$ cat src/hdl/planar_packbits_image_decoder_top_assert.svh
// Assertion macros for the planar image data decoder.
`ifndef PLANAR_PACKBITS_IMAGE_DECODER_TOP_ASSERT_SVH
`define PLANAR_PACKBITS_IMAGE_DECODER_TOP_ASSERT_SVH

// Same-cycle implication, checked outside reset.
`define PPID_ASSERT_IMPL(lbl, ante, cons, msg) \
  lbl: assert property (@(posedge clk_i) disable iff (!rst_ni) (ante) |-> (cons)) \
    else $error(msg);

// Next-cycle implication, checked outside reset.
`define PPID_ASSERT_NEXT(lbl, ante, cons, msg) \
  lbl: assert property (@(posedge clk_i) disable iff (!rst_ni) (ante) |=> (cons)) \
    else $error(msg);

`endif

$ cat src/hdl/ppid_pkg.sv
// Shared types, codes and helper functions of the planar image data decoder.
package ppid_pkg;

  localparam int unsigned CFG_IDX_W  = 3;
  localparam int unsigned CFG_DATA_W = 15;

  typedef enum logic [CFG_IDX_W-1:0] {
    REG_COMPRESSION_MODE = 3'd0,
    REG_ONE_BIT_PIXELS   = 3'd1,
    REG_CHAN_LAYOUT      = 3'd2,
    REG_IMAGE_COLUMNS    = 3'd3,
    REG_IMAGE_ROWS       = 3'd4,
    REG_PLANE_COUNT      = 3'd5
  } cfg_reg_e;

  typedef enum logic [2:0] {
    CM_BITMAP  = 3'd0,
    CM_GRAY    = 3'd1,
    CM_INDEXED = 3'd2,
    CM_RGB     = 3'd3,
    CM_CMYK    = 3'd4
  } color_e;

  typedef enum logic [2:0] {
    TGT_RED     = 3'd0,
    TGT_GREEN   = 3'd1,
    TGT_BLUE    = 3'd2,
    TGT_ALPHA   = 3'd3,
    TGT_GRAY    = 3'd4,
    TGT_PALETTE = 3'd5,
    TGT_DISCARD = 3'd6
  } target_e;

  typedef enum logic [1:0] {
    PH_HEADER  = 2'd0,
    PH_LITERAL = 2'd1,
    PH_REPEAT  = 2'd2
  } phase_e;

  // Reset values of the configuration registers.
  localparam logic        RST_COMPRESSION = 1'b0;
  localparam logic        RST_ONE_BIT     = 1'b0;
  localparam logic [2:0]  RST_CHAN_LAYOUT = 3'd3;
  localparam logic [14:0] RST_COLUMNS     = 15'd1;
  localparam logic [14:0] RST_ROWS        = 15'd1;
  localparam logic [5:0]  RST_PLANES      = 6'd3;

  // PackBits header codes and pixel values.
  localparam logic [7:0] HDR_NOOP      = 8'h80;
  localparam logic [8:0] REPEAT_BASE   = 9'd257;
  localparam logic [7:0] PIX_SET_BIT   = 8'd0;
  localparam logic [7:0] PIX_CLEAR_BIT = 8'd255;
  localparam logic [3:0] BITS_PER_BYTE = 4'd8;

  typedef struct packed {
    logic        compression_mode;
    logic        one_bit_pixels;
    logic [2:0]  chan_layout;
    logic [14:0] image_columns;
    logic [14:0] image_rows;
    logic [5:0]  plane_count;
  } cfg_t;

  typedef struct packed {
    logic [7:0] data_byte;
    logic       first_byte;
  } in_word_t;

  typedef struct packed {
    logic [14:0] row_index;
    logic [14:0] column_start;
    logic [7:0]  span_length;
    logic [7:0]  pixel_value;
    target_e     target_kind;
    logic        image_done;
    logic        last_of_item;
  } out_word_t;

  // One decoded byte's worth of output: a first span plus, in one-bit
  // mode, the remaining pixel bits to step through.
  typedef struct packed {
    logic [14:0] row;
    logic [14:0] col;
    logic [7:0]  len;
    logic [7:0]  pix;
    target_e     tgt;
    logic [7:0]  bits;
    logic [3:0]  count;
    logic        done;
  } job_t;

  function automatic target_e plane_target(logic [2:0] mode, logic [5:0] plane);
    target_e t;
    case (color_e'(mode))
      CM_CMYK: begin
        if (plane == 6'd3 || plane > 6'd4) t = TGT_DISCARD;
        else if (plane < 6'd3)             t = target_e'(plane[2:0]);
        else                               t = TGT_ALPHA;
      end
      CM_BITMAP, CM_GRAY: t = (plane == 6'd0) ? TGT_GRAY : TGT_ALPHA;
      CM_INDEXED:         t = (plane == 6'd0) ? TGT_PALETTE : TGT_ALPHA;
      CM_RGB:             t = (plane < 6'd3) ? target_e'(plane[2:0]) : TGT_ALPHA;
      default:            t = TGT_DISCARD;
    endcase
    return t;
  endfunction

endpackage

$ cat src/hdl/ppid_decoder.sv
// Position tracking and raw / PackBits decoding of one data word per cycle while input is accepted.
module ppid_decoder import ppid_pkg::*; (
  input  logic     clk_i,
  input  logic     rst_ni,
  input  cfg_t     cfg_i,
  input  logic     accept_i,
  input  in_word_t in_data_i,
  output logic     job_valid_o,
  output job_t     job_o
);

  logic [5:0]  plane_q, plane_d;
  logic [14:0] row_q, row_d;
  logic [14:0] col_q, col_d;
  phase_e      phase_q, phase_d;
  logic [7:0]  lit_q, lit_d;
  logic [7:0]  rep_q, rep_d;
  logic        done_q, done_d;

  logic [7:0]  b;
  logic        clr;
  logic [5:0]  pl_c;
  logic [14:0] row_c, col_c;
  phase_e      phase_c;
  logic [7:0]  lit_c, rep_c;
  logic        done_c;

  logic        full, row_last, pl_last;
  logic [14:0] adv_col, adv_row;
  logic [5:0]  adv_pl;
  logic        adv_done;
  logic        raw;
  logic [14:0] e_col, e_row;
  logic [5:0]  e_pl;
  logic        e_row_last, e_pl_last;
  logic [14:0] room;
  logic        in_row;
  logic [3:0]  bit_n;
  logic [7:0]  rep_len;

  assign b   = in_data_i.data_byte;
  assign clr = in_data_i.first_byte;

  // A first word starts the image over before it is decoded.
  assign pl_c    = clr ? '0 : plane_q;
  assign row_c   = clr ? '0 : row_q;
  assign col_c   = clr ? '0 : col_q;
  assign phase_c = clr ? PH_HEADER : phase_q;
  assign lit_c   = clr ? '0 : lit_q;
  assign rep_c   = clr ? '0 : rep_q;
  assign done_c  = clr ? 1'b0 : done_q;

  // Deferred advance of a full row.
  assign full     = col_c >= cfg_i.image_columns;
  assign row_last = (16'(row_c) + 16'd1) >= 16'(cfg_i.image_rows);
  assign pl_last  = (7'(pl_c) + 7'd1) >= 7'(cfg_i.plane_count);
  assign adv_col  = full ? '0 : col_c;
  assign adv_row  = full ? (row_last ? '0 : row_c + 15'd1) : row_c;
  assign adv_pl   = (full && row_last && !pl_last) ? pl_c + 6'd1 : pl_c;
  assign adv_done = full && row_last && pl_last;

  // Raw words are written at the advanced position, run bytes in place.
  assign raw        = !cfg_i.compression_mode;
  assign e_col      = raw ? adv_col : col_c;
  assign e_row      = raw ? adv_row : row_c;
  assign e_pl       = raw ? adv_pl  : pl_c;
  assign e_row_last = (16'(e_row) + 16'd1) >= 16'(cfg_i.image_rows);
  assign e_pl_last  = (7'(e_pl) + 7'd1) >= 7'(cfg_i.plane_count);
  assign room       = cfg_i.image_columns - e_col;
  assign in_row     = e_col < cfg_i.image_columns;
  assign bit_n      = (room >= 15'(BITS_PER_BYTE)) ? BITS_PER_BYTE : room[3:0];
  assign rep_len    = (15'(rep_c) < room) ? rep_c : room[7:0];

  always_comb begin
    logic        emit;
    logic [7:0]  span_len;
    logic [7:0]  step;
    logic [3:0]  cnt;
    logic [7:0]  pix;
    logic [14:0] end_col;
    logic        fin;

    plane_d  = pl_c;
    row_d    = row_c;
    col_d    = col_c;
    phase_d  = phase_c;
    lit_d    = lit_c;
    rep_d    = rep_c;
    done_d   = done_c;
    emit     = 1'b0;
    span_len = 8'd1;
    step     = 8'd1;
    cnt      = 4'd1;
    pix      = b;

    if (!done_c) begin
      if (raw) begin
        plane_d = adv_pl;
        row_d   = adv_row;
        col_d   = adv_col;
        done_d  = adv_done;
        if (!adv_done) begin
          emit = 1'b1;
          if (cfg_i.one_bit_pixels) begin
            cnt  = bit_n;
            step = 8'(bit_n);
            pix  = b[7] ? PIX_SET_BIT : PIX_CLEAR_BIT;
          end
        end
      end else begin
        case (phase_c)
          PH_LITERAL: begin
            emit  = in_row;
            lit_d = (lit_c != 8'd0) ? lit_c - 8'd1 : lit_c;
            if (lit_d == 8'd0) phase_d = PH_HEADER;
          end
          PH_REPEAT: begin
            emit     = in_row && (rep_len != 8'd0);
            span_len = rep_len;
            step     = rep_len;
            rep_d    = '0;
            phase_d  = PH_HEADER;
          end
          default: begin
            phase_d = PH_HEADER;
            plane_d = adv_pl;
            row_d   = adv_row;
            col_d   = adv_col;
            done_d  = adv_done;
            if (!adv_done) begin
              if (b < HDR_NOOP) begin
                lit_d   = b + 8'd1;
                phase_d = PH_LITERAL;
              end else if (b > HDR_NOOP) begin
                rep_d   = 8'(REPEAT_BASE - 9'(b));
                phase_d = PH_REPEAT;
              end
            end
          end
        endcase
      end
    end

    end_col = e_col + 15'(step);
    fin     = (end_col >= cfg_i.image_columns) && e_row_last && e_pl_last;
    if (emit) begin
      col_d = end_col;
      if (fin) done_d = 1'b1;
    end

    job_valid_o = emit;
    job_o.row   = e_row;
    job_o.col   = e_col;
    job_o.len   = span_len;
    job_o.pix   = pix;
    job_o.tgt   = plane_target(cfg_i.chan_layout, e_pl);
    job_o.bits  = {b[6:0], 1'b0};
    job_o.count = cnt;
    job_o.done  = fin;
  end

  always_ff @(posedge clk_i or negedge rst_ni) begin
    if (!rst_ni) begin
      plane_q <= '0;
      row_q   <= '0;
      col_q   <= '0;
      phase_q <= PH_HEADER;
      lit_q   <= '0;
      rep_q   <= '0;
      done_q  <= 1'b0;
    end else if (accept_i) begin
      plane_q <= plane_d;
      row_q   <= row_d;
      col_q   <= col_d;
      phase_q <= phase_d;
      lit_q   <= lit_d;
      rep_q   <= rep_d;
      done_q  <= done_d;
    end
  end

endmodule

$ cat src/hdl/ppid_emitter.sv
// Result register that hands out the spans of one decoded word, one per cycle unless the output stalls.
module ppid_emitter import ppid_pkg::*; (
  input  logic      clk_i,
  input  logic      rst_ni,
  input  logic      accept_i,
  input  logic      job_valid_i,
  input  job_t      job_i,
  output logic      busy_o,
  output logic      free_o,
  output logic      out_valid_o,
  input  logic      out_stall_i,
  output out_word_t out_data_o
);

  logic busy_q, busy_d;
  job_t job_q, job_d;
  logic last;
  logic take;

  assign last = job_q.count == 4'd1;
  assign take = busy_q && !out_stall_i;

  // Room for a new word when empty or when the final span leaves now.
  assign free_o = !busy_q || (take && last);
  assign busy_o = busy_q;

  always_comb begin
    busy_d = busy_q;
    job_d  = job_q;
    if (accept_i && job_valid_i) begin
      busy_d = 1'b1;
      job_d  = job_i;
    end else if (take) begin
      if (last) begin
        busy_d = 1'b0;
      end else begin
        job_d.col   = job_q.col + 15'd1;
        job_d.count = job_q.count - 4'd1;
        job_d.pix   = job_q.bits[7] ? PIX_SET_BIT : PIX_CLEAR_BIT;
        job_d.bits  = {job_q.bits[6:0], 1'b0};
      end
    end
  end

  always_ff @(posedge clk_i or negedge rst_ni) begin
    if (!rst_ni) begin
      busy_q <= 1'b0;
    end else begin
      busy_q <= busy_d;
    end
  end

  always_ff @(posedge clk_i) begin
    job_q <= job_d;
  end

  assign out_valid_o             = busy_q;
  assign out_data_o.row_index    = job_q.row;
  assign out_data_o.column_start = job_q.col;
  assign out_data_o.span_length  = job_q.len;
  assign out_data_o.pixel_value  = job_q.pix;
  assign out_data_o.target_kind  = job_q.tgt;
  assign out_data_o.image_done   = job_q.done && last;
  assign out_data_o.last_of_item = last;

endmodule

$ cat src/hdl/planar_packbits_image_decoder_top.sv
// Top level of the planar raw / PackBits image data decoder.
//
// The block takes the image data section of a plane-ordered picture one byte
// per word, with the per-row length table already removed, and turns it into
// spans of equal pixels tagged with row, first column, length, value and the
// target that the current plane feeds under the programmed color mode. A
// byte is decoded in the cycle it is accepted and its spans wait in a result
// register, so the next byte is taken in the same cycle that the last span
// of the previous one leaves. Raw byte mode and PackBits therefore sustain
// one byte per cycle unless the output stalls; header bytes and bytes that
// write nothing produce no span. In raw one-bit mode a byte yields up to
// eight one-pixel spans, which the result register hands out one per cycle
// likewise. Repeat runs are clipped at the row end and literal bytes past
// it are dropped without a span. The user writes configuration through a
// plain write port only while the block is idle; the block does not enforce
// this. There is no clearing pass after reset. A word with first_byte set
// restarts position and run state before it is decoded.
module planar_packbits_image_decoder_top import ppid_pkg::*; (
  input  logic                  clk_i,
  input  logic                  rst_ni,
  input  logic                  cfg_we_i,
  input  logic [CFG_IDX_W-1:0]  cfg_index_i,
  input  logic [CFG_DATA_W-1:0] cfg_data_i,
  input  logic                  in_valid_i,
  output logic                  in_stall_o,
  input  in_word_t              in_data_i,
  output logic                  out_valid_o,
  input  logic                  out_stall_i,
  output out_word_t             out_data_o
);

`include "planar_packbits_image_decoder_top_assert.svh"

  // Configuration registers as written.
  logic        compression_q;
  logic        one_bit_q;
  logic [2:0]  chan_layout_q;
  logic [14:0] columns_q;
  logic [14:0] rows_q;
  logic [5:0]  planes_q;

  always_ff @(posedge clk_i or negedge rst_ni) begin
    if (!rst_ni) begin
      compression_q <= RST_COMPRESSION;
      one_bit_q     <= RST_ONE_BIT;
      chan_layout_q <= RST_CHAN_LAYOUT;
      columns_q     <= RST_COLUMNS;
      rows_q        <= RST_ROWS;
      planes_q      <= RST_PLANES;
    end else if (cfg_we_i) begin
      case (cfg_reg_e'(cfg_index_i))
        REG_COMPRESSION_MODE: compression_q <= cfg_data_i[0];
        REG_ONE_BIT_PIXELS:   one_bit_q     <= cfg_data_i[0];
        REG_CHAN_LAYOUT:      chan_layout_q <= cfg_data_i[2:0];
        REG_IMAGE_COLUMNS:    columns_q     <= cfg_data_i[14:0];
        REG_IMAGE_ROWS:       rows_q        <= cfg_data_i[14:0];
        REG_PLANE_COUNT:      planes_q      <= cfg_data_i[5:0];
        default: ;
      endcase
    end
  end

  // A zero geometry value behaves as one.
  cfg_t cfg_eff;

  assign cfg_eff.compression_mode = compression_q;
  assign cfg_eff.one_bit_pixels   = one_bit_q;
  assign cfg_eff.chan_layout      = chan_layout_q;
  assign cfg_eff.image_columns    = (columns_q == '0) ? 15'd1 : columns_q;
  assign cfg_eff.image_rows       = (rows_q == '0) ? 15'd1 : rows_q;
  assign cfg_eff.plane_count      = (planes_q == '0) ? 6'd1 : planes_q;

  logic accept;
  logic job_valid;
  job_t job;
  logic emit_busy;
  logic emit_free;

  assign in_stall_o = !emit_free;
  assign accept     = in_valid_i && !in_stall_o;

  ppid_decoder u_decoder (
    .clk_i       (clk_i),
    .rst_ni      (rst_ni),
    .cfg_i       (cfg_eff),
    .accept_i    (accept),
    .in_data_i   (in_data_i),
    .job_valid_o (job_valid),
    .job_o       (job)
  );

  ppid_emitter u_emitter (
    .clk_i       (clk_i),
    .rst_ni      (rst_ni),
    .accept_i    (accept),
    .job_valid_i (job_valid),
    .job_i       (job),
    .busy_o      (emit_busy),
    .free_o      (emit_free),
    .out_valid_o (out_valid_o),
    .out_stall_i (out_stall_i),
    .out_data_o  (out_data_o)
  );

  // A span is never empty and never runs past the end of its row.
  `PPID_ASSERT_IMPL(a_span_in_row, emit_busy,
    (out_data_o.span_length != 8'd0) &&
    ((16'(out_data_o.column_start) + 16'(out_data_o.span_length)) <=
     16'(cfg_eff.image_columns)),
    "span empty or past the row end")

  // A stalled span holds still until it is taken.
  `PPID_ASSERT_NEXT(a_out_hold, out_valid_o && out_stall_i,
    out_valid_o && $stable(out_data_o),
    "stalled span changed or dropped")

  // The image is only finished on the last span of a word.
  `PPID_ASSERT_IMPL(a_done_is_last, out_valid_o && out_data_o.image_done,
    out_data_o.last_of_item,
    "image done flagged on an inner span")

  // Spans of one word walk along the same row, one column per span.
  `PPID_ASSERT_NEXT(a_bit_walk, out_valid_o && !out_stall_i && !out_data_o.last_of_item,
    out_valid_o && $stable(out_data_o.row_index) &&
    (out_data_o.column_start == $past(out_data_o.column_start) + 15'd1),
    "inner spans of a word do not follow each other")

endmodule
$ cat config.mk
export PLATFORM = sky130hd
export DESIGN_NAME = planar_packbits_image_decoder_top
export DESIGN_NICKNAME = d
export VERILOG_FILES = /design/src/hdl/ppid_pkg.sv /design/src/hdl/ppid_decoder.sv /design/src/hdl/ppid_emitter.sv /design/src/hdl/planar_packbits_image_decoder_top.sv
export VERILOG_INCLUDE_DIRS = /design/src /design/src/hdl
export SDC_FILE = /design/constraint.sdc
export NUM_CORES = 1
export LEC_CHECK = 0
export BUFFER_PORTS_ARGS = -buffer_cell sky130_fd_sc_hd__buf_2
export CAP_MARGIN = 20
export CORE_MARGIN = 4
export CORE_UTILIZATION = 55
export CTS_BUF_LIST = sky130_fd_sc_hd__clkbuf_8
export CTS_CLUSTER_DIAMETER = 150
export DETAILED_ROUTE_END_ITERATION = 7
export GPL_ROUTABILITY_DRIVEN = 1
export PLACE_DENSITY = 0.82
export SYNTH_ARGS = -nofsm -noshare
export SYNTH_HDL_FRONTEND = slang
export SYNTH_SLANG_ARGS = --single-unit
$ cat constraint.sdc
create_clock -name clk_i -period 10.1 [get_ports clk_i]
set_input_delay 3.03 -clock clk_i [delete_from_list [all_inputs] [get_ports clk_i]]
set_output_delay 3.03 -clock clk_i [all_outputs]
set_load 0.01 [all_outputs]
Word level (Yosys, flattened, before mapping)

Cells that the tools add are included.

Add/sub/neg operators: 13
Magnitude comparators: 13
Equality and inequality tests: 14
Muxes and demuxes: 89
Bitwise operators: 1
Reductions and logical operators: 39

Operators with widths:

| kind                    | number |
|---|---|
| $mux W15                | 19 |
| $mux W8                 | 26 |
| $mux W6                 | 7 |
| $mux W12                | 3 |
| $add A15 B1 Y16 const B | 2 |
| $ge A16 B15 Y1          | 2 |
| $pmux W8 S2             | 2 |
| $add A15 B1 Y15 const B | 2 |
| $ge A15 B15 Y1          | 2 |
| $logic_not A15 Y1       | 2 |
| $mux W4                 | 6 |
| $reduce_and A2 Y1       | 8 |
| $reduce_bool A8 Y1      | 2 |
| $add A15 B8 Y15         | 1 |
| $ge A15 B4 Y1 const B   | 1 |
| $lt A15 B15 Y1          | 1 |
| $lt A8 B15 Y1           | 1 |
| $sub A15 B15 Y15        | 1 |
| $add A6 B1 Y7 const B   | 2 |
| $ge A7 B6 Y1            | 2 |
| $mux W2                 | 7 |
| $eq A3 B2 Y1 const B    | 4 |
| $logic_not A6 Y1        | 2 |
| $mux W1                 | 12 |
| 28 further kinds        | 52 |

Register bits after elaboration: 158
Input port bits: 32
Output and inout bits: 53
Word-level logic and storage cells: 191

Longest topological paths before layout

Gate-level depths: netlist (run 1).

Depth after elaboration: 18
Gate-level depth with buffers: 58
Mapped depth without buffers: 50

By module

Synthesis (run 1) repeated with hierarchy kept, for this count alone.

Cells, all modules: 1523
Area, all modules: 13247.7 µm²

Modules (own cells, without submodules):

| module                            | instances | cells an instance | area each (µm²) | seq. area each (µm²) |
|---|---|---|---|---|
| ppid_decoder                      | 1         | 1142              | 8398.1          | 1376.3 |
| ppid_emitter                      | 1         | 243               | 3005.4          | 1886.8 |
| planar_packbits_image_decoder_top | 1         | 138               | 1844.3          | 1033.5 |

Least setup slack after synthesis (run 1)

No wires, ideal clock.

Path kind: input -> register
From: in in_data_i[0] in the netlist's numbering
To: reg u_decoder.done_q
Setup time: 0.126 ns
Arrival: 12.997 ns
Data required time: 9.974 ns
Path slack: -3.023 ns
Stages: 55
Path buffers: 10
Cells stage by stage: buf_4 > clkbuf_1 > buf_1 > clkbuf_1 > clkbuf_1 > clkbuf_1 > nor2b_1 > ha_1 > nand4_1 > or3_4 > nand2b_4 > o21a_1 > buf_2 > clkbuf_1 > clkbuf_1 > and3_1 > ha_1 > inv_1 > [... 19 more ...] > inv_1 > a21oi_1 > o21bai_1 > a21o_1 > nand2_1 > a31oi_4 > o21ai_0 > xor2_1 > nor2_1 > ha_1 > a21o_1 > a21oi_1 > o21ai_0 > a21o_1 > a21o_1 > a21o_1 > o311a_1 > a221o_1

RTL lines:

| element              | RTL line                                | text |
|---|---|---|
| from (decl)          | planar_packbits_image_decoder_top.sv:26 | `input in_word_t in_data_i,` |
| to (signal assigned) | ppid_decoder.sv:178                     | `done_q <= done_d;` |
| to (decl)            | ppid_decoder.sv:18                      | `logic done_q, done_d;` |

==> results of run 1 <==
-- final cells by class --
class | count | area (um^2)
Antenna cell | 1 | 2.502
Clock buffer | 18 | 247.7
Clock inverter | 14 | 180.2
Fill cell | 1884 | 7874
Inverter | 90 | 341.6
Multi-Input combinational cell | 1162 | 8154
Sequential cell | 158 | 4267
Tap cell | 319 | 399.1
Timing Repair Buffer | 285 | 2007
-- sequential cells by signal (all words and copies together), names as in the netlist, 2 cells and up --
register / cells
u_decoder.lit_q: 8
rows_q: 15
u_decoder.row_q: 15
u_decoder.col_q: 15
u_decoder.plane_q: 6
chan_layout_q: 3
u_emitter.out_data_o: 49
columns_q: 15
u_decoder.rep_q: 8
u_emitter.job_q: 12
u_decoder.phase_q: 2
planes_q: 6
-- critical path: cells and delay by family --
| kind | cells | cell delay, ns |
|---|---|---|
| AOI/OAI and AO/OA | 22 | 3.53 |
| xor gates and xnor gates | 2 | 0.24 |
| adders and majority gates | 6 | 1.42 |
| buffers and inverters | 8 | 0.83 |
| and+or+nand+nor | 10 | 1.87 |
-- report_power, final --
part	internal, mW	switching, mW	total (mW)
clock	0.258	0.275	0.533
sequential	0.862	0.135	0.997
combinational	0.578	0.701	1.28
-- cell usage after synthesis (7+ instances only) --
cell	n
nand2_1	164
o21ai_0	118
nor2_1	117
ha_1	112
a21oi_1	105
dfrtp_1	91
inv_1	86
edfxtp_1	61
buf_4	55
clkbuf_1	51
xnor2_1	46
nor2b_1	39
a21o_1	37
nand3_1	34
mux2_2	33
xor2_1	33
nand2b_1	25
nor3_1	22
and3_1	21
a22o_1	19
nand4_1	17
o21a_1	16
nor4_1	15
a31oi_1	12
a22oi_1	11
mux2i_1	10
o31ai_1	10
buf_2	8
a32o_1	7
-- metal layers --
metal  vias up  global-route usage  share of wire
met5         -                   0              0
met1      6030              0.3796           0.41
met4         0             0.08730          0.029
li1       5813                   -              -
met3        98             0.04657          0.085
met2       598              0.4750           0.47
-- per-stage QoR --
step / TNS [ns] / setup slack [ns]
detailed placement: -2.261 / -1.216
CTS: -0.3033 / -0.1763
finish: -0.9182 / -0.4811
floorplan: -4.505 / -1.584
global route: -1.490 / -0.7723
global placement: -1.732 / -0.9479
-- worst max-delay path by stage --
stage | startpoint | to | slack, ns | depth (start not counted)
finish | in_data_i[0] | u_decoder.done_q | -0.48 | 48
global route | in_data_i[0] | u_decoder.done_q | -0.77 | 47
CTS | in_data_i[0] | u_decoder.done_q | -0.18 | 47
detailed placement | in_data_i[0] | u_decoder.done_q | -1.22 | 46
global placement | in_data_i[0] | u_decoder.done_q | -0.95 | 46
floorplan | in_data_i[0] | u_decoder.done_q | -1.58 | 55
-- kinds of logic (layout without fill, tap and decap cells) --
kind of cell    after synthesis  after routing
simple gates                501            501
compound gates              424            424
buf+inv                     210            407
flops                       158            158
fa+ha+maj                   115            115
xor+xnor                     79             79
mux                          43             43
other cells                   0              1
-- repair_timing --
| item | 4_1_cts | 5_1_grt |
|---|---|---|
| hold buffers | 0 | 0 |
| cloned | 1 | 0 |
| pin swaps | 29 | 17 |
| endpoints found under the setup margin | 2 | 2 |
| gates resized for setup | 37 | 18 |
| buffers inserted | 11 | 5 |
-- placed cells by master, fill, tap and decap left out, types with 34 or more instances in the layout --
cell type / n
inv_1: 84
buf_2: 82
o21ai_0: 110
buf_4: 197
edfxtp_1: 61
nand2_1: 161
ha_1: 106
nand3_1: 34
dfrtp_1: 91
a21o_1: 37
a21oi_1: 95
xnor2_1: 44
nor2_1: 111
==> results.md, run 1 <==
- Wire length per cell: ~19 um
- Crit path capture type: flip-flop
- Final setup violation count: 2
- Gr usage total: 0.2836
- Std cell rows: 56
- Worst path max stage delay: approximately 0.42 ns
- Period utilization: 1.048
- Total I/O pin count: 85
- VDD IR max: 0.1186 mV
- Final instance area: 15600 um^2
- Synth top area cells: dfrtp_1, edfxtp_1, ha_1
- DP Area: 14740 um^2
- Gr ovfl total: 0
- Routed WL: 38100 um
- Worst min path class: flip-flop to flip-flop
- Finished Core Util: 0.6646
- Initial antenna violation count: 0
- DR iter-0 viols: 1493
- Post-synth EDFFs: 61
- Reg2reg end: u_decoder.done_q
- Core Area: 23470 um^2
- Hold endpoint: u_decoder.phase_q[1]
- DIE WIDTH: 162.6 um
- Critical Path AT: about 11 ns
- Overall power: around 2.8 mW
- Post-route ant nets: 0
- Fraction of synthesized area in multiplexers: 0.03589
- Hold path depth: 1
- Placer congestion estimate: 0.9920
- Synth Area in Compound Gates: 0.2123
- Post-detail-place hpwl: around 28000 um
- Fmax: 94.51 MHz
- Ys flop type: dfrtp_1
- Critical path's slowest cell: or4_4
- Nets@finish: 1860
- Clock skew: 0.01827 ns
- Yosys reg bits: 158
- Startpoint types: primary input
- Failing checks: negative setup slack
- Max Cap Viol: 0
- Initial cell density of the core: 0.5600
- Slew of the pin with the lowest slew margin: 1.127 ns
- Sequential-to-total area share from yosys stat: 0.3246
- Num CTS Buffers: 17
- Die span in y: ~160 um
- Port-buffer cells: 84
- Leak Pwr: 7.237 nW
- Vias per cell: 6.126
- Critical Path RT: 10.48 ns
- Proportion of layout cells with a drive suffix above 1: 0.2554
- Die area: 26440 um^2
- Cell accounting for the most synthesized area: dfrtp_1
- CTS tree: yes
- Insertion delay to the later sink of the worst-skew pair: 0.49 ns
- Fin cells: 2047
- First-pass GRT wire length: 60980 um
- Critical path type: primary input to flip-flop
- Area share of fa/ha/maj cells after synthesis: 0.1104
- Post-Syn Instances: 1530
- Tmin final: between 10 and 15 ns
- Clk sinks: 158
- Max_slew headroom: 0.2405
- Inst Count DP: 1996
- Clock transition at the registers of the reported paths: approximately 0.10 ns
- Fin Hold WS: 0.4894 ns
- Worst r2r path cells: 50
- Synth unique cells: between 90 and 100
- Mean post-synth cell area: approximately 8.6 um^2
- Post-synthesis xor/xnor area fraction: 0.05264
- Post-Synth Simple-Gate Area: 0.1865
- Outcome: finished, violations left
- CP max FO: 7
- Synth Warn #: 0
- Yosys top cell area share: 0.1733
- Drt drc: 0
- Synth-to-layout area growth: 18.68%
- Largest net degree at the start of global routing: 65
- Power per cell area: 180.1 nW/um^2
- Total number of vias: 12540
- Worst R2R Setup Slack: 1.22 ns
- Vias in the first global route: 12100
- Synth Net Count: 1676
- Max clock buf depth: 2
- Final Max Slew Viols: 0
- H-Tree Level Count: 4
- HP Start: u_decoder.phase_q[1]
- Root buffer cell: clkbuf_8
- Unrepaired setup endpoints after global routing: yes
- Async S/R FF share, synth: 0.6139
- FF-to-FF Start: columns_q[10]
- Setup ws final: -0.4811 ns
- Hold Vio Cnt, Final: 0
- Drt pass-1 iters: 6
- Largest family of logic cells by synthesized area: compound AO/OA/AOI/OAI gates
- Post-Syn Area: 13140 um^2
No activity file was read; power rests on OpenSTA's default activity.
==> run 2, diff against run 1 <==
ABC_AREA = 1   (was default)
==> run 2 against run 1 <==
- the flow now finishes without violations
- flip-flop and latch count stayed put
- cell area is 5.8% lower
- clock skew is 0.0058 ns lower
- area after synthesis is 3.0% higher
- core utilization is 5.8 points lower
- critical path type unchanged
- critical endpoint unchanged
- largest power group unchanged
- highest routed layer is now met5
==> results.md, run 2 <==
- CP max FO: 9 (+2)
- Synth-to-layout area growth: 8.578%
- Critical path's slowest cell: fa_2
- Gr usage total: 0.2735 (-0.01010)
- Cell accounting for the most synthesized area: dfrtp_1
- Critical Path AT: 9.97 ns (-0.99 ns)
- Inst Count DP: 2171 (+8.8%)
- Yosys reg bits: 158 (unchanged)
- Routed WL: 36920 um (-3.1%)
- Hold endpoint: u_decoder.col_q[10]
- Die area: 27180 um^2 (+2.8%)
- HP Start: u_decoder.col_q[10]
- Post-CTS Hold Buffers: 0 (unchanged)
- Most common cell after layout, fill and taps aside: nand2_1
- Fin cells: 2211 (+8.0%)
- Initial antenna violation count: 1 (+1)
- Crit-path most repeated cell: nand2_1
- Ys flop type: dfrtp_1
- Antenna Diode Count: 0 (-1)
- Root buffer cell: clkbuf_8
- Final setup violation count: 0 (-2)
- Max reg flops: 49 (unchanged)
- DR iter-0 viols: 950 (-36%)
- Port-buffer cells: 84 (unchanged)
- Max clock buf depth: 2 (unchanged)
- Period utilization: 0.9522 (-0.09545)
- Startpoint types: primary input
- Insertion delay to the later sink of the worst-skew pair: 0.47 ns (-0.02 ns)
- Commonest cells in the netlist: nand2_1, inv_1, o21ai_0
- Slew of the pin with the lowest slew margin: 0.9415 ns (-0.1858 ns)
- Die span in y: 164.9 um (+1.4%)
- Total I/O pin count: 85 (unchanged)
- Max Cap Viol: 0 (unchanged)
- Hold Vio Cnt, Final: 0 (unchanged)
- Critical path type: primary input to flip-flop
- Initial cell density of the core: 0.5582 (-0.001764)
- H-Tree Level Count: 4 (unchanged)
- Synth top area cells: dfrtp_1, edfxtp_1, ha_1
- Hold path depth: 2 (+1)
- First-pass GRT wire length: 59510 um (-2.4%)
- VDD IR max: 0.1285 mV (+8.3%)
- Proportion of layout cells with a drive suffix above 1: 0.1558 (-0.09955)
- Worst R2R Setup Slack: 2.07 ns (+0.85 ns)
- DP Area: 14080 um^2 (-4.5%)
- Total number of vias: 12580 (+0.31%)
- Clk sinks: 158 (unchanged)
- Crit path capture type: flip-flop
- Placer congestion estimate: 1.020 (+2.8%)
- Core Area: 24250 um^2 (+3.3%)
- Post-route ant nets: 0 (unchanged)
- Tmin final: 9.617 ns (-0.9641 ns)
- Reg2reg end: u_decoder.done_q
- Synth Warn #: 0 (unchanged)
- Post-detail-place hpwl: 27950 um (-0.61%)
- FF-to-FF Start: columns_q[1]
- Max_slew headroom: 0.3706 (+0.1300)
- Critical Path RT: 10.45 ns (-0.03 ns)
- Wire length per cell: 16.70 um (-10%)
- Fin Hold WS: 0.4829 ns (-0.006517 ns)
- Most frequent cells in the layout: nand2_1, inv_1, o21ai_0, nor2_1, ha_1
- Worst r2r path cells: 47 (-6.0%)
- Worst min path class: flip-flop to flip-flop
- Num CTS Buffers: 17 (unchanged)
- Vias per cell: 5.689 (-7.1%)
- Drt drc: 0 (unchanged)
- Nets@finish: 2020 (+8.6%)
- Post-synth EDFFs: 61 (unchanged)
- Power per cell area: 226.1 nW/um^2 (+26%)
- Synth Net Count: 1977 (+18%)
- CTS tree: yes
- Leak Pwr: 7.381 nW (+2.0%)
- Vias in the first global route: 12100 (+0.033%)
- Clock transition at the registers of the reported paths: 0.09 ns (about the same)
- Final instance area: 14700 um^2 (-5.8%)
- Outcome: finished clean
- Mean post-synth cell area: 7.392 um^2 (-14%)
- Finished Core Util: 0.6061 (-0.05846)
- Worst path max stage delay: 0.38 ns (-0.04 ns)
- Yosys top cell area share: 0.1682 (-0.005013)
- Post-Syn Area: 13540 um^2 (+3.0%)
- Count leader, synth: nand2_1
- Final Max Slew Viols: 0 (unchanged)
- Post-Syn Instances: 1831 (+20%)
- Fillcell total: 2128 (+13%)
- Clock skew: 0.01249 ns (-0.005772 ns)
- Largest net degree at the start of global routing: 62 (-4.6%)
- Drt pass-1 iters: 5 (-1)
- Fmax: 104.0 MHz (+10%)
- Sequential-to-total area share from yosys stat: 0.3152 (-0.009392)
- Async S/R FF share, synth: 0.6139 (unchanged)
- DIE WIDTH: 164.9 um (+1.4%)
- Synth unique cells: 60 (-34%)
- Std cell rows: 57 (+1.8%)
- Gr ovfl total: 0 (unchanged)
## run 2: cell types whose count changed in the layout (fill, tap and decap cells not counted), sizes merged, moves of 33 or more
cell,delta
nor2b,-39
o21ai,+59
inv,+207
a21o,-33
buf,-151
nand3,+42
mux2,-33
nand2,+238
## run 2: logic make-up (layout without fill, tap and decap cells)
family / count (synthesis) / in the layout / synth area share
AND/OR/NAND/NOR: 699 / 700 / 0.2312
buffers and inverters: 411 / 466 / 0.1339
AO/OA/AOI/OAI: 375 / 375 / 0.1653
flip-flops: 158 / 158 / 0.3152
adder cells (fa/ha/maj): 114 / 114 / 0.1065
XOR/XNOR: 74 / 74 / 0.04788
## run 2: layout make-up
cell class | instances | area, um^2 | area share
clock buffer | 18 | 247.7 | 0.01686
clock inverter | 14 | 214.0 | 0.01456
inverter | 299 | 1135 | 0.07722
multi-input combinational | 1263 | 7615 | 0.5181
sequential | 158 | 4267 | 0.2903
tap | 324 | 405.4 | 0.02758
timing repair buffer | 134 | 804.5 | 0.05474
timing repair inverter | 1 | 8.758 | 0.0005959
## run 2: worst max path at each step
stage | from | end | slack (ns) | cells past startpoint
after floorplan | in_data_i[0] | u_emitter.job_q[0] | 0.004 | 59
after global routing | in_data_i[0] | u_decoder.done_q | -0.06 | 47
after CTS | in_data_i[0] | u_decoder.done_q | 0.25 | 56
after global placement | in_data_i[0] | u_decoder.done_q | 0.008 | 49
final | in_data_i[0] | u_decoder.done_q | 0.48 | 48
after detailed placement | in_data_i[0] | u_decoder.done_q | -0.22 | 56
## run 2: critical path, delay by kind of cell
kind                     cells  cell delay [ns]
AND/OR/NAND/NOR             21             2.16
AO/OA/AOI/OAI               13             2.01
adder cells (fa/ha/maj)      6             1.73
buffers and inverters        6             0.51
XOR/XNOR                     2             0.52
## run 2: layer usage
metal,vias up,wire length [um],global-route usage
met1,5796,15630,0.3585
met3,121,2797,0.04442
met5,-,13,0
li1,6106,-,-
met4,2,1578,0.1270
met2,553,16900,0.4439
## run 2: through the flow
| step | setup slack [ns] | total power [mW] | setup TNS [ns] |
|---|---|---|---|
| 6_report | 0.4830 | 3.324 | 0 |
| 4_1_cts | 0.2526 | 3.278 | 0 |
| 3_5_place_dp | -0.2190 | 2.708 | -0.4199 |
| 5_1_grt | -0.05764 | 3.590 | -0.05764 |
| 3_3_place_gp | 0.008471 | 2.639 | 0 |
| 2_1_floorplan | 0.004028 | 2.324 | 0 |
## run 2: power breakdown
| group | switching, mW | internal (mW) |
|---|---|---|
| Sequential | 0.129 | 0.907 |
| Clock | 0.263 | 0.302 |
| Combinational | 1.10 | 0.621 |
## run 2: what timing repair did
action,CTS,global route
resized for setup,0,26
buffers inserted,0,6
setup endpoints to repair,0,2
